===== src/rtl/command_response_tracker_core_macros.svh =====
// Assertion macros for the command/response tracker.
`ifndef COMMAND_RESPONSE_TRACKER_CORE_MACROS_SVH
`define COMMAND_RESPONSE_TRACKER_CORE_MACROS_SVH

`ifndef SYNTHESIS

// Same-cycle implication, idle during reset.
`define CRT_ASSERT_NOW(label, clk, rst, ante, cons) \
  label: assert property (@(posedge clk) disable iff (rst) (ante) |-> (cons)) \
    else $error("tracker check failed");

// Next-cycle implication, idle during reset.
`define CRT_ASSERT_NEXT(label, clk, rst, ante, cons) \
  label: assert property (@(posedge clk) disable iff (rst) (ante) |=> (cons)) \
    else $error("tracker check failed");

`else

`define CRT_ASSERT_NOW(label, clk, rst, ante, cons)
`define CRT_ASSERT_NEXT(label, clk, rst, ante, cons)

`endif

`endif


===== src/rtl/crt_pkg.sv =====
// Types and constants shared by the command/response tracker modules.
`timescale 1ns / 1ps

package crt_pkg;

  localparam int unsigned LEN_W     = 16;
  localparam int unsigned TYPE_W    = 8;
  localparam int unsigned ELAPSED_W = 17;
  localparam int unsigned TMO_W     = 16;

  localparam logic [LEN_W-1:0]     SEND_MIN_LEN  = 16'd9;
  localparam logic [LEN_W-1:0]     REPLY_MIN_LEN = 16'd10;
  localparam logic [ELAPSED_W-1:0] ELAPSED_MAX   = '1;

  localparam logic [TYPE_W-1:0] CODE_ACK_A = 8'hBB;
  localparam logic [TYPE_W-1:0] CODE_ACK_B = 8'hCC;
  localparam logic [TYPE_W-1:0] CODE_FIN_A = 8'h33;
  localparam logic [TYPE_W-1:0] CODE_FIN_B = 8'h55;

  localparam logic [TMO_W-1:0] ACK_TMO_RESET  = 16'd1000;
  localparam logic [TMO_W-1:0] EXEC_TMO_RESET = 16'd5000;

  typedef enum logic [1:0] {
    CMD_SEND  = 2'd0,
    CMD_REPLY = 2'd1,
    CMD_TICK  = 2'd2,
    CMD_NOP   = 2'd3
  } cmd_t;

  typedef enum logic [2:0] {
    PH_NONE    = 3'd0,
    PH_SENT    = 3'd1,
    PH_ACKED   = 3'd2,
    PH_DONE    = 3'd3,
    PH_TIMEOUT = 3'd4
  } phase_t;

  typedef enum logic [3:0] {
    EV_ACCEPTED      = 4'd0,
    EV_SEND_SHORT    = 4'd1,
    EV_BUSY          = 4'd2,
    EV_ACKED         = 4'd3,
    EV_FINISHED      = 4'd4,
    EV_IDLE          = 4'd5,
    EV_REPLY_SHORT   = 4'd6,
    EV_TYPE_MISMATCH = 4'd7,
    EV_UNKNOWN_CODE  = 4'd8,
    EV_ACK_TIMEOUT   = 4'd9,
    EV_EXEC_TIMEOUT  = 4'd10,
    EV_NOTHING       = 4'd11,
    EV_EMPTY         = 4'd12
  } event_t;

  // Register indexes on the configuration port.
  localparam logic REG_ACK_TMO  = 1'b0;
  localparam logic REG_EXEC_TMO = 1'b1;

  typedef struct packed {
    cmd_t              command;
    logic [LEN_W-1:0]  frame_length;
    logic [TYPE_W-1:0] frame_type;
    logic [TYPE_W-1:0] reply_code;
  } item_t;

  typedef struct packed {
    event_t event_code;
    phase_t phase;
    logic   pending;
  } res_t;

endpackage


===== src/rtl/crt_in_reg.sv =====
// Input register stage for incoming item beats.
`timescale 1ns / 1ps

module crt_in_reg
  import crt_pkg::*;
(
  input  logic  clk,
  input  logic  rst,
  input  logic  in_valid,
  output logic  in_ready,
  input  item_t in_item,
  output logic  vld,
  input  logic  take,
  output item_t item
);

  assign in_ready = !vld || take;

  always_ff @(posedge clk) begin
    if (rst) begin
      vld <= 1'b0;
    end else if (in_ready) begin
      vld <= in_valid;
    end
  end

  always_ff @(posedge clk) begin
    if (in_ready && in_valid) begin
      item <= in_item;
    end
  end

endmodule


===== src/rtl/crt_engine.sv =====
// Tracker state and per-item event decode.
`timescale 1ns / 1ps

module crt_engine
  import crt_pkg::*;
(
  input  logic             clk,
  input  logic             rst,
  input  logic             take,
  input  item_t            item,
  input  logic [TMO_W-1:0] ack_tmo,
  input  logic [TMO_W-1:0] exec_tmo,
  output res_t             res
);

  phase_t               phase, phase_next;
  logic                 pending, pending_next;
  logic [TYPE_W-1:0]    sent_type, sent_type_next;
  logic [ELAPSED_W-1:0] elapsed, elapsed_next, elapsed_inc;
  event_t               ev;
  logic                 is_ack, is_fin;

  assign elapsed_inc = (elapsed == ELAPSED_MAX) ? elapsed : elapsed + 1'b1;
  assign is_ack = (item.reply_code == CODE_ACK_A) || (item.reply_code == CODE_ACK_B);
  assign is_fin = (item.reply_code == CODE_FIN_A) || (item.reply_code == CODE_FIN_B);

  // event decode
  always_comb begin
    ev = EV_NOTHING;
    unique case (item.command)
      CMD_SEND: begin
        if (item.frame_length < SEND_MIN_LEN) ev = EV_SEND_SHORT;
        else if (pending)                     ev = EV_BUSY;
        else                                  ev = EV_ACCEPTED;
      end
      CMD_REPLY: begin
        if (!pending)                              ev = EV_IDLE;
        else if (item.frame_length == '0)          ev = EV_EMPTY;
        else if (item.frame_length < REPLY_MIN_LEN) ev = EV_REPLY_SHORT;
        else if (item.frame_type != sent_type)     ev = EV_TYPE_MISMATCH;
        else if (is_ack)                           ev = EV_ACKED;
        else if (is_fin)                           ev = EV_FINISHED;
        else                                       ev = EV_UNKNOWN_CODE;
      end
      CMD_TICK: begin
        if (pending && phase == PH_SENT &&
            elapsed_inc > {1'b0, ack_tmo}) begin
          ev = EV_ACK_TIMEOUT;
        end else if (pending && phase == PH_ACKED &&
                     elapsed_inc > {1'b0, exec_tmo}) begin
          ev = EV_EXEC_TIMEOUT;
        end else begin
          ev = EV_NOTHING;
        end
      end
      CMD_NOP: ev = EV_NOTHING;
      default: ev = EV_NOTHING;
    endcase
  end

  // next state from the decoded event
  always_comb begin
    phase_next     = phase;
    pending_next   = pending;
    sent_type_next = sent_type;
    elapsed_next   = (item.command == CMD_TICK) ? elapsed_inc : elapsed;
    unique case (ev)
      EV_ACCEPTED: begin
        phase_next     = PH_SENT;
        pending_next   = 1'b1;
        sent_type_next = item.frame_type;
        elapsed_next   = '0;
      end
      EV_ACKED:    phase_next = PH_ACKED;
      EV_FINISHED: begin
        phase_next   = PH_DONE;
        pending_next = 1'b0;
      end
      EV_ACK_TIMEOUT, EV_EXEC_TIMEOUT: begin
        phase_next   = PH_TIMEOUT;
        pending_next = 1'b0;
      end
      default: ;
    endcase
  end

  always_ff @(posedge clk) begin
    if (rst) begin
      phase     <= PH_NONE;
      pending   <= 1'b0;
      sent_type <= '0;
      elapsed   <= '0;
    end else if (take) begin
      phase     <= phase_next;
      pending   <= pending_next;
      sent_type <= sent_type_next;
      elapsed   <= elapsed_next;
    end
  end

  assign res.event_code = ev;
  assign res.phase      = phase_next;
  assign res.pending    = pending_next;

endmodule


===== src/rtl/crt_out_reg.sv =====
// Result register stage for outgoing beats.
`timescale 1ns / 1ps

module crt_out_reg
  import crt_pkg::*;
(
  input  logic clk,
  input  logic rst,
  input  logic load,
  input  res_t res_in,
  output logic can_load,
  output logic out_valid,
  input  logic out_ready,
  output res_t res_out
);

  assign can_load = !out_valid || out_ready;

  always_ff @(posedge clk) begin
    if (rst) begin
      out_valid <= 1'b0;
    end else if (can_load) begin
      out_valid <= load;
    end
  end

  always_ff @(posedge clk) begin
    if (load) begin
      res_out <= res_in;
    end
  end

endmodule


===== src/rtl/command_response_tracker_core.sv =====
// Top level of the command/response tracker with its register port.
//
//  channel  dir  handshake             payload
//  s_*      in   s_tvalid / s_tready   s_tuser command, s_tdata frame fields
//  m_*      out  m_tvalid / m_tready   m_tdata event, phase, pending
//  apb      in   psel,penable,pwrite   paddr/pwdata -> timeout registers
//
// One beat per cycle unless m_tready stalls: input register, one pass of
// compare and counter logic, result register. m_tvalid rises once the result
// register is loaded. A held result freezes the engine; the empty input
// register still takes one more beat, then s_tready stays low until m_tready
// frees the result slot (s_tready follows m_tready combinationally).
// rst (synchronous) clears the tracker to idle and timeouts to 1000/5000 ms.
`timescale 1ns / 1ps
`include "command_response_tracker_core_macros.svh"

module command_response_tracker_core
  import crt_pkg::*;
(
  input  logic        clk,
  input  logic        rst,
  // stream in
  input  logic        s_tvalid,
  output logic        s_tready,
  input  logic [31:0] s_tdata,   // [15:0] frame_length, [23:16] frame_type,
                                 // [31:24] reply_code
  input  logic [1:0]  s_tuser,   // [1:0] command
  // stream out
  output logic        m_tvalid,
  input  logic        m_tready,
  output logic [7:0]  m_tdata,   // [3:0] event_code, [6:4] phase, [7] pending
  // register port
  input  logic        psel,
  input  logic        penable,
  input  logic        pwrite,
  input  logic [2:0]  paddr,
  input  logic [31:0] pwdata,
  output logic [31:0] prdata,
  output logic        pready
);

  logic [TMO_W-1:0] ack_tmo, exec_tmo;
  logic             cfg_wr;
  item_t            s_item, item;
  logic             item_vld, can_load, take;
  res_t             res, res_out;

  // register port: two timeouts, word addressed, always ready
  assign pready = 1'b1;
  assign cfg_wr = psel && penable && pwrite && pready;

  always_ff @(posedge clk) begin
    if (rst) begin
      ack_tmo  <= ACK_TMO_RESET;
      exec_tmo <= EXEC_TMO_RESET;
    end else if (cfg_wr) begin
      unique case (paddr[2])
        REG_ACK_TMO:  ack_tmo  <= pwdata[TMO_W-1:0];
        REG_EXEC_TMO: exec_tmo <= pwdata[TMO_W-1:0];
        default: ;
      endcase
    end
  end

  always_comb begin
    unique case (paddr[2])
      REG_ACK_TMO:  prdata = {16'd0, ack_tmo};
      REG_EXEC_TMO: prdata = {16'd0, exec_tmo};
      default:      prdata = '0;
    endcase
  end

  // unpack the input beat
  assign s_item.command      = cmd_t'(s_tuser);
  assign s_item.frame_length = s_tdata[15:0];
  assign s_item.frame_type   = s_tdata[23:16];
  assign s_item.reply_code   = s_tdata[31:24];

  crt_in_reg u_in (
    .clk      (clk),
    .rst      (rst),
    .in_valid (s_tvalid),
    .in_ready (s_tready),
    .in_item  (s_item),
    .vld      (item_vld),
    .take     (take),
    .item     (item)
  );

  // an item is evaluated and the state moves only when the result has a slot
  assign take = item_vld && can_load;

  crt_engine u_eng (
    .clk      (clk),
    .rst      (rst),
    .take     (take),
    .item     (item),
    .ack_tmo  (ack_tmo),
    .exec_tmo (exec_tmo),
    .res      (res)
  );

  crt_out_reg u_out (
    .clk       (clk),
    .rst       (rst),
    .load      (take),
    .res_in    (res),
    .can_load  (can_load),
    .out_valid (m_tvalid),
    .out_ready (m_tready),
    .res_out   (res_out)
  );

  assign m_tdata = {res_out.pending, res_out.phase, res_out.event_code};

  // a pending command is always in the sent or acknowledged phase
  `CRT_ASSERT_NOW(a_pend_phase, clk, rst, m_tvalid && res_out.pending, res_out.phase == PH_SENT || res_out.phase == PH_ACKED)
  // every evaluated item shows up as a result on the next cycle
  `CRT_ASSERT_NEXT(a_take_out, clk, rst, take, m_tvalid)
  // an accepted send always reports the sent phase with pending set
  `CRT_ASSERT_NOW(a_accept_sent, clk, rst, m_tvalid && res_out.event_code == EV_ACCEPTED, res_out.phase == PH_SENT && res_out.pending)
  // a write to the acknowledge timeout lands in the register
  `CRT_ASSERT_NEXT(a_cfg_ack, clk, rst, cfg_wr && paddr[2] == REG_ACK_TMO, ack_tmo == $past(pwdata[TMO_W-1:0]))

endmodule


===== config.mk =====
export PLATFORM = sky130hd
export DESIGN_NAME = command_response_tracker_core
export DESIGN_NICKNAME = d
export VERILOG_FILES = /design/src/rtl/crt_pkg.sv /design/src/rtl/crt_in_reg.sv /design/src/rtl/crt_engine.sv /design/src/rtl/crt_out_reg.sv /design/src/rtl/command_response_tracker_core.sv
export VERILOG_INCLUDE_DIRS = /design/src /design/src/rtl
export SDC_FILE = /design/constraint.sdc
export NUM_CORES = 1
export LEC_CHECK = 0
export BUFFER_PORTS_ARGS = -buffer_cell sky130_fd_sc_hd__buf_2
export CAP_MARGIN = 30
export CORE_MARGIN = 2
export CORE_UTILIZATION = 35
export DETAILED_ROUTE_END_ITERATION = 8
export PLACE_DENSITY_LB_ADDON = 0.05
export SYNTH_ARGS = -nofsm -noshare
export SYNTH_HDL_FRONTEND = slang
export SYNTH_SLANG_ARGS = --single-unit

===== constraint.sdc =====
create_clock -name clk -period 5.06 [get_ports clk]
set_clock_uncertainty 0.15 [all_clocks]
set_input_delay 0.253 -clock clk [delete_from_list [all_inputs] [get_ports clk]]
set_output_delay 0.253 -clock clk [all_outputs]
set_load 0.02 [all_outputs]

# Yosys cells after proc, flatten, opt, wreduce, memory -nomap -nowiden
# Cells that the tools add are included.
# Widths: inputs -> output; s select.
op_classes:
  n_reduce_logical: 24
  mux: 17
  add_sub_neg: 1
  n_eq_ne: 15
  n_lt_le_gt_ge: 4
  n_bitwise: 1
op_table:
  columns: ["op", "n"]
  rows:
  - ["$pmux 32 s2", 1]
  - ["$mux 17", 3]
  - ["$gt 17x16->1", 2]
  - ["$lt 16x4->1 const B", 2]
  - ["$mux 4", 8]
  - ["$add 17x1->17 const B", 1]
  - ["$eq 17x17->1 const B", 1]
  - ["$eq 8x8->1 const B", 2]
  - ["$logic_not 16->1", 1]
  - ["$pmux 4 s4", 1]
  - ["$pmux 3 s4", 1]
  - ["$eq 4x4->1 const B", 2]
  - ["$eq 8x6->1 const B", 1]
  - ["$eq 8x7->1 const B", 1]
  - ["$logic_and 1x1->1", 8]
  - ["$ne 8x8->1", 1]
  - ["$reduce_and 2->1", 4]
  - ["$eq 2x2->1 const B", 2]
  - ["$eq 4x2->1 const B", 1]
  - ["$eq 4x3->1 const B", 1]
  - ["$logic_not 4->1", 1]
  - ["$logic_or 1x1->1", 4]
  - ["$eq 3x1->1 const B", 1]
  - ["$eq 3x2->1 const B", 1]
  - ["other kinds (10)", 11]
word_totals:
  ff_bits: 105
  elab_cells: 77
  output_inout_bits: 43

# Longest topological paths before layout
# Gate-level depths: netlist of run 1.
logic_depth:
  word_depth: 12
  depth_mapped: 18

# Modules after synthesis
# From an unflattened synthesis of run 1, not the netlist that was laid out.
hier_totals:
  cells_unflattened: 579
  hier_area_um2: 5818.1
by_module_without_submodules:
  columns: ["module", "area_each_um2", "cells_per_inst", "n_inst", "seq_area_each_um2"]
  rows:
  - ["crt_engine", 2780.2, 364, 1, 580.6]
  - ["command_response_tracker_core", 1675.4, 164, 1, 640.6]
  - ["crt_in_reg", 1076.0, 39, 1, 1041.0]
  - ["crt_out_reg", 286.5, 12, 1, 260.2]

# Worst setup path before layout of run 1
# OpenSTA, ideal clock, no wires.
synth_path:
  kind: "register to register"
  start: "reg u_eng.elapsed[0]"
  end: "reg, netlist name u_out.res_out[2]"
  stages_incl_launch_ff: 18
  setup_time_ns: 0.259
  arrival_ns: 3.552
  slack_ns: 1.099
  synth_period_minus_slack_ns: 3.961
  path_cell_list: "dfxtp_1 > ha_1 > nand3_1 > nor4_4 > nand2_1 > nand2b_1 > nor3_1 > nand2_1 > xnor2_1 > ha_1 > nand3_1 > nor3_1 > a31oi_1 > o311ai_1 > a31oi_4 > inv_2 > maj3_2 > a211o_1"
synth_lines:
  columns: ["item", "line_no", "source"]
  rows:
  - ["start: declaration", "crt_engine.sv:19", "logic [ELAPSED_W-1:0] elapsed, elapsed_next, elapsed_inc;"]
  - ["start signal: assignment", "crt_engine.sv:97", "elapsed <= elapsed_next;"]

==> impl_metrics.ini, run 1 <==
[outcome]
status = finished, final reports clean

[grt]
grt_pass1_wl_um = 21600
overflow = 0
track_usage_pct = 16.2
antenna_found_initial = 0
grt_start_max_net_pins = 65
grt_pass1_vias = 4458

[timing]
relSlewSlack_pct = 34.1
fin_crit_ps = 4600
hold_violations = 0
finalMaxSlewViolations = 0
tns_ps = 0
setup-violations-final = 0
fin_crit_sh_pct = 90.9
timing.fmax_mhz = 217
worst_pin_slew_ps = 988
rsz0062_at_grt = false

[floorplan]
rows = 46
die_area_um2 = 17100
num_io_pins = 119
fp.dieW_um = 131
initial_utilization_pct = 35.6
die_h_um = 131
core_um2 = 15800

[synth]
yosys_warnings = 0
synth_top_cell_area_share_pct = 22.4
yosysMostFrequentCell = nand2_1
ys_ff_latch = 105
synth.largest_area_cell = dfxtp_1
synth_commonest_cells = nand2_1, dfxtp_1, nor2_1, a21oi_1, edfxtp_1
synth.avg_cell_area_um2 = 9.27
synth_edf_count = 42
synth_area_um2 = 5630
synthTopCellsByArea = dfxtp_1, edfxtp_1, ha_1
synth_cells = 607
ys_types = 61
seq_area_frac_synth_pct = 44.8
synthArstFlopShare_pct = 0
synth_ff_type = dfxtp_1

[routing]
first_pass_iters = 4
wl_um = 13400
dr.first_iter.drc_count = 204
post-route-drc-count = 0
vias_per_cell = 4.80
num_vias = 4579
wl_per_cell_um = 14.0
ant_nets = 0

[layout]
layout-drive-gt1-share_pct = 16.3
syn_to_final_growth_pct = 24.9
diodes = 0
final_nets = 841
final_core_util_pct = 44.4

[hold_path]
min_path_type = input pin to flop

[job]
drv_cap = 0

[cts]
cts_buffer_depth = 2
htree_levels = 3
root_buffer = clkbuf_16
clkTransAtPathRegs_ps = 70
cts_tree = built
clock-sinks = 105
cts_setup_buffers = 0
numCtsBuffers = 9
insertion_delay_ps = 350

[pwr]
p_seq_share_pct = 49.0
intPower_w = 0.00144
powerDensity_nw_per_um2 = 271
combPwrFrac_pct = 10.5
peakVddDrop_v = 0.000154
p_leak_nw = 2.91
switching_power_w = 0.000465
switching_share_pct = 24.4
pwr-share-clk_pct = 40.5

[worst_setup_path]
crit_required_ps = 5010
critical_path_class = flop to flop
start_kind = flop
crit_fanout = 7
cp_data_arrival_time_ps = 4550
crit_path_end_kind = flop

[placed_design]
hpwl_um = 9700
numPortBuffers = 83
gp_congestion = 0.849
## critical path, cell delays in order, from the launching register on
cell and delay, ps:
dfxtp_1 420, ha_1 270, nand3_1 150, nor4_4 370, nand2_1 240, nand2b_1 150, nor3_1 50, buf_4 170
nand2_1 100, xnor2_1 110, ha_1 330, nand3_1 180, nor4_2 410, o21ai_0 160, a31oi_1 220, o21ai_1 180
maj3_2 390, a211o_1 300
## power groups by stage
stage               registers [W]  logic (W)  clock network, W
floorplan                0.000952   0.000120                 0
global placement         0.000951   0.000169                 0
detailed placement       0.000952   0.000171                 0
CTS                      0.000932   0.000201          0.000801
global route             0.000936   0.000223          0.000827
finish                   0.000932   0.000201          0.000770
## registers in the layout (all words and copies together) (netlist names)
signal	flops
ack_tmo	16
exec_tmo	16
u_eng.elapsed	17
u_eng.pending	1
u_eng.phase	3
u_eng.sent_type	8
u_in.item	34
u_in.vld	1
u_out.out_valid	1
u_out.res_out	8
## kinds of logic (layout without fill, tap and decap cells)
group                      count (synthesis)  after routing  synth area share, %
AOI/OAI and AO/OA                        130            130                 15.0
xor gates and xnor gates                  26             26                 4.05
adders and majority gates                 34             34                 7.54
buffers and inverters                     82            197                 6.74
DFF                                      105            105                 44.8
muxes                                     10             10                 1.82
other                                      2             17                0.133
and+or+nand+nor                          218            218                 19.9
## repair_timing
action | 4_1_cts | 5_1_grt
resized for setup | 0 | 1
endpoints found under the setup margin | 0 | 1
hold buffers | 51 | 0
hold endpoints to repair | 65 | 0
## layout by cell type, fill, tap and decap left out, drive strengths merged, types with 3 or more instances in the layout
cell | netlist | final
buf | 20 | 88
nand2 | 85 | 85
dfxtp | 63 | 63
nor2 | 53 | 53
dlygate4sd3 | 0 | 51
a21oi | 50 | 50
inv | 41 | 44
edfxtp | 42 | 42
ha | 33 | 33
o21ai | 28 | 28
xor2 | 17 | 17
conb | 2 | 17
nor3 | 16 | 16
a211o | 13 | 13
nand3 | 13 | 13
nand4 | 10 | 10
xnor2 | 9 | 9
clkbuf | 20 | 9
nor4 | 9 | 9
mux2i | 8 | 8
and3 | 5 | 5
nand2b | 5 | 5
nand3b | 5 | 5
a31oi | 5 | 5
and4 | 4 | 4
o31ai | 4 | 4
nor2b | 3 | 3
a311oi | 3 | 3
o21a | 3 | 3
or2 | 3 | 3
clkinv | 1 | 3
## final timing paths
path              depth (start not counted)        startpoint          endpoint  slack (ps)
hold / removal                            4          m_tready   u_out.out_valid          60
setup reg to reg                         17  u_eng.elapsed[0]  u_out.res_out[2]         460
setup / recovery                         17  u_eng.elapsed[0]  u_out.res_out[2]         460
hold reg to reg                           2        ack_tmo[1]        ack_tmo[1]         310
## area by class of cell
type | count | area [um2]
Clock buffer | 9 | 225
Clock inverter | 7 | 101
Fill cell | 1530 | 8800
Inverter | 42 | 158
Multi-Input combinational cell | 435 | 2790
Sequential cell | 105 | 2520
Tap cell | 216 | 270
Timing Repair Buffer | 139 | 963
## metrics by stage
step           instances  area, um2  worst slack, ps  hold slack (ps)  power (W)
3_3_place_gp         886       6190              528              280    0.00112
6_report             953       7030              460             64.4    0.00190
5_1_grt              953       7030              114             79.0    0.00199
3_5_place_dp         886       6190              375              281    0.00112
2_1_floorplan        622       5680             1100              202    0.00107
4_1_cts              953       7030              348             45.2    0.00193
## per-layer routing
layer / GRT usage, % / vias up / share of wire [%]
li1: - / 2354 / -
met3: 2.48 / 8 / 3.6
met4: 5.76 / 0 / 1.2
met5: 0 / - / 0
met1: 21.3 / 2113 / 48
met2: 27.1 / 104 / 47
Note: power is estimated with default switching activity, not from simulation.
==> inputs of run 2 (changes only) <==
--- a/config.mk
+++ b/config.mk
@@ -9,7 +9,7 @@
 export BUFFER_PORTS_ARGS = -buffer_cell sky130_fd_sc_hd__buf_2
 export CAP_MARGIN = 30
 export CORE_MARGIN = 2
-export CORE_UTILIZATION = 35
+export CORE_UTILIZATION = 40
 export DETAILED_ROUTE_END_ITERATION = 8
 export PLACE_DENSITY_LB_ADDON = 0.05
 export SYNTH_ARGS = -nofsm -noshare
==> impl_metrics.ini, run 2 (synthesis gave the netlist of run 1 again) <==
[outcome]
status = finished, final reports clean

[timing]
fin_crit_sh_pct = 91.4
relSlewSlack_pct = 47.6
tns_ps = 0
setup-violations-final = 0
finalMaxSlewViolations = 0
timing.fmax_mhz = 216
rsz0062_at_grt = false
hold_violations = 0
worst_pin_slew_ps = 783
fin_crit_ps = 4630
setup_ws_ps = 435

[worst_setup_path]
worst_path_dominant_cell_family = simple AND/OR/NAND/NOR gates
cp_data_arrival_time_ps = 4580
start_kind = flop
crit_fanout = 7
path_buf_inv = 1
slowest_stage = dfxtp_1
crit_path_end_kind = flop
cp_cell_sequence = ha_1 -> nand3_1 -> nor4_4 -> nand2_1 -> nand2b_1 -> nor3_1 -> buf_4 -> nand2_1 -> xnor2_1 -> ha_1 -> nand3_1 -> nor4_1 -> o21ai_0 -> a31oi_1 -> o21ai_1 -> maj3_2 -> a211o_1
critical_path_class = flop to flop
crit_required_ps = 5020
cpPeakStageDelay_ps = 410

[cts]
insertion_delay_ps = 350
clock-sinks = 105
clkTransAtPathRegs_ps = 80
root_buffer = clkbuf_16
cts_resized = 0
cts_setup_buffers = 0
cts_buffer_depth = 2
numCtsBuffers = 9
htree_levels = 3
cts_tree = built
cts_hold_buf = 51

[placed_design]
place_ws_ps = 501
numPortBuffers = 83
hpwl_um = 9250
gp_congestion = 0.854

[layout]
layout-drive-gt1-share_pct = 16.1
syn_to_final_growth_pct = 23.4
most-common-layout-cells = nand2_1, buf_2, dfxtp_1
diodes = 0
final_common_cell = nand2_1
final_nets = 842
nFillCells = 1290
largest_reg_flops = 34
final_core_util_pct = 50.2
largestRegisters = u_in.item: 34 flops, u_eng.elapsed: 17 flops
regMostFlops = u_in.item

[floorplan]
core_um2 = 13800
rows = 43
initial_utilization_pct = 40.7
die_area_um2 = 15000
num_io_pins = 119
fp.dieW_um = 123
die_h_um = 123

[routing]
first_pass_iters = 4
post-route-drc-count = 0
num_vias = 4630
vias_per_cell = 5.04
dr.first_iter.drc_count = 358
wl_per_cell_um = 14.2
ant_nets = 0
wl_um = 13000

[grt]
grt_pass1_vias = 4406
track_usage_pct = 18.2
overflow = 0
grt_start_max_net_pins = 65
grt_pass1_wl_um = 21100
antenna_found_initial = 0

[pwr]
powerDensity_nw_per_um2 = 262
peakVddDrop_v = 0.000247
p_leak_nw = 2.90

[job]
drv_cap = 0

[hold_path]
min_path_type = input pin to flop
run 2: changes by cell type in the layout (fill, tap and decap cells not counted), sizes merged:
cell and change:
inv +1, clkinv +1, buf +1, bufinv -2
run 2: path summary, 6_finish.rpt:
kind                                  startpoint               end  slack, ps  depth (start not counted)
worst min register to register       ack_tmo[12]       ack_tmo[12]        310                          2
worst max-delay path            u_eng.elapsed[0]  u_out.res_out[2]        430                         17
worst max register to register  u_eng.elapsed[0]  u_out.res_out[2]        430                         17
worst min-delay path                    m_tready   u_out.out_valid         50                          4
run 2: report_power, final:
part	switching (W)	internal (W)
clock	0.000345	0.000345
combinational	0.000114	0.0000855
sequential	0.0000191	0.000913
total	0.000479	0.00134
run 2: cell type report:
type | instances | area, um2 | share of cell area, %
Clock buffer | 9 | 225 | 3.24
Clock inverter | 7 | 61.3 | 0.883
Inverter | 42 | 158 | 2.27
Multi-Input combinational cell | 435 | 2780 | 40.1
Sequential cell | 105 | 2520 | 36.3
Tap cell | 180 | 225 | 3.24
Timing Repair Buffer | 140 | 971 | 14.0
run 2: metrics by stage:
step | total power (W) | hold slack, ps | instance area, um2 | cells
after floorplan | 0.00107 | 202 | 5680 | 622
after global placement | 0.00112 | 280 | 6150 | 851
after detailed placement | 0.00112 | 281 | 6150 | 851
after CTS | 0.00185 | 38.5 | 6950 | 918
after global routing | 0.00190 | 55.3 | 6950 | 918
final | 0.00182 | 52.2 | 6950 | 918
run 2: layer usage:
layer	global-route usage, %	wire, um	vias to the layer above
met1	22.6	5690	2150
met4	4.17	149	0
met3	4.41	625	7
met2	31.7	6530	104
li1	-	-	2369
met5	0	0	-
run 2: worst register-to-register path: stages (launching register included):
cell and delay, ps:
dfxtp_1 410, ha_1 260, nand3_1 140, nor4_4 390, nand2_1 250, nand2b_1 160, nor3_1 70, buf_4 170
nand2_1 100, xnor2_1 110, ha_1 310, nand3_1 170, nor4_1 410, o21ai_0 150, a31oi_1 260, o21ai_1 180
maj3_2 380, a211o_1 300
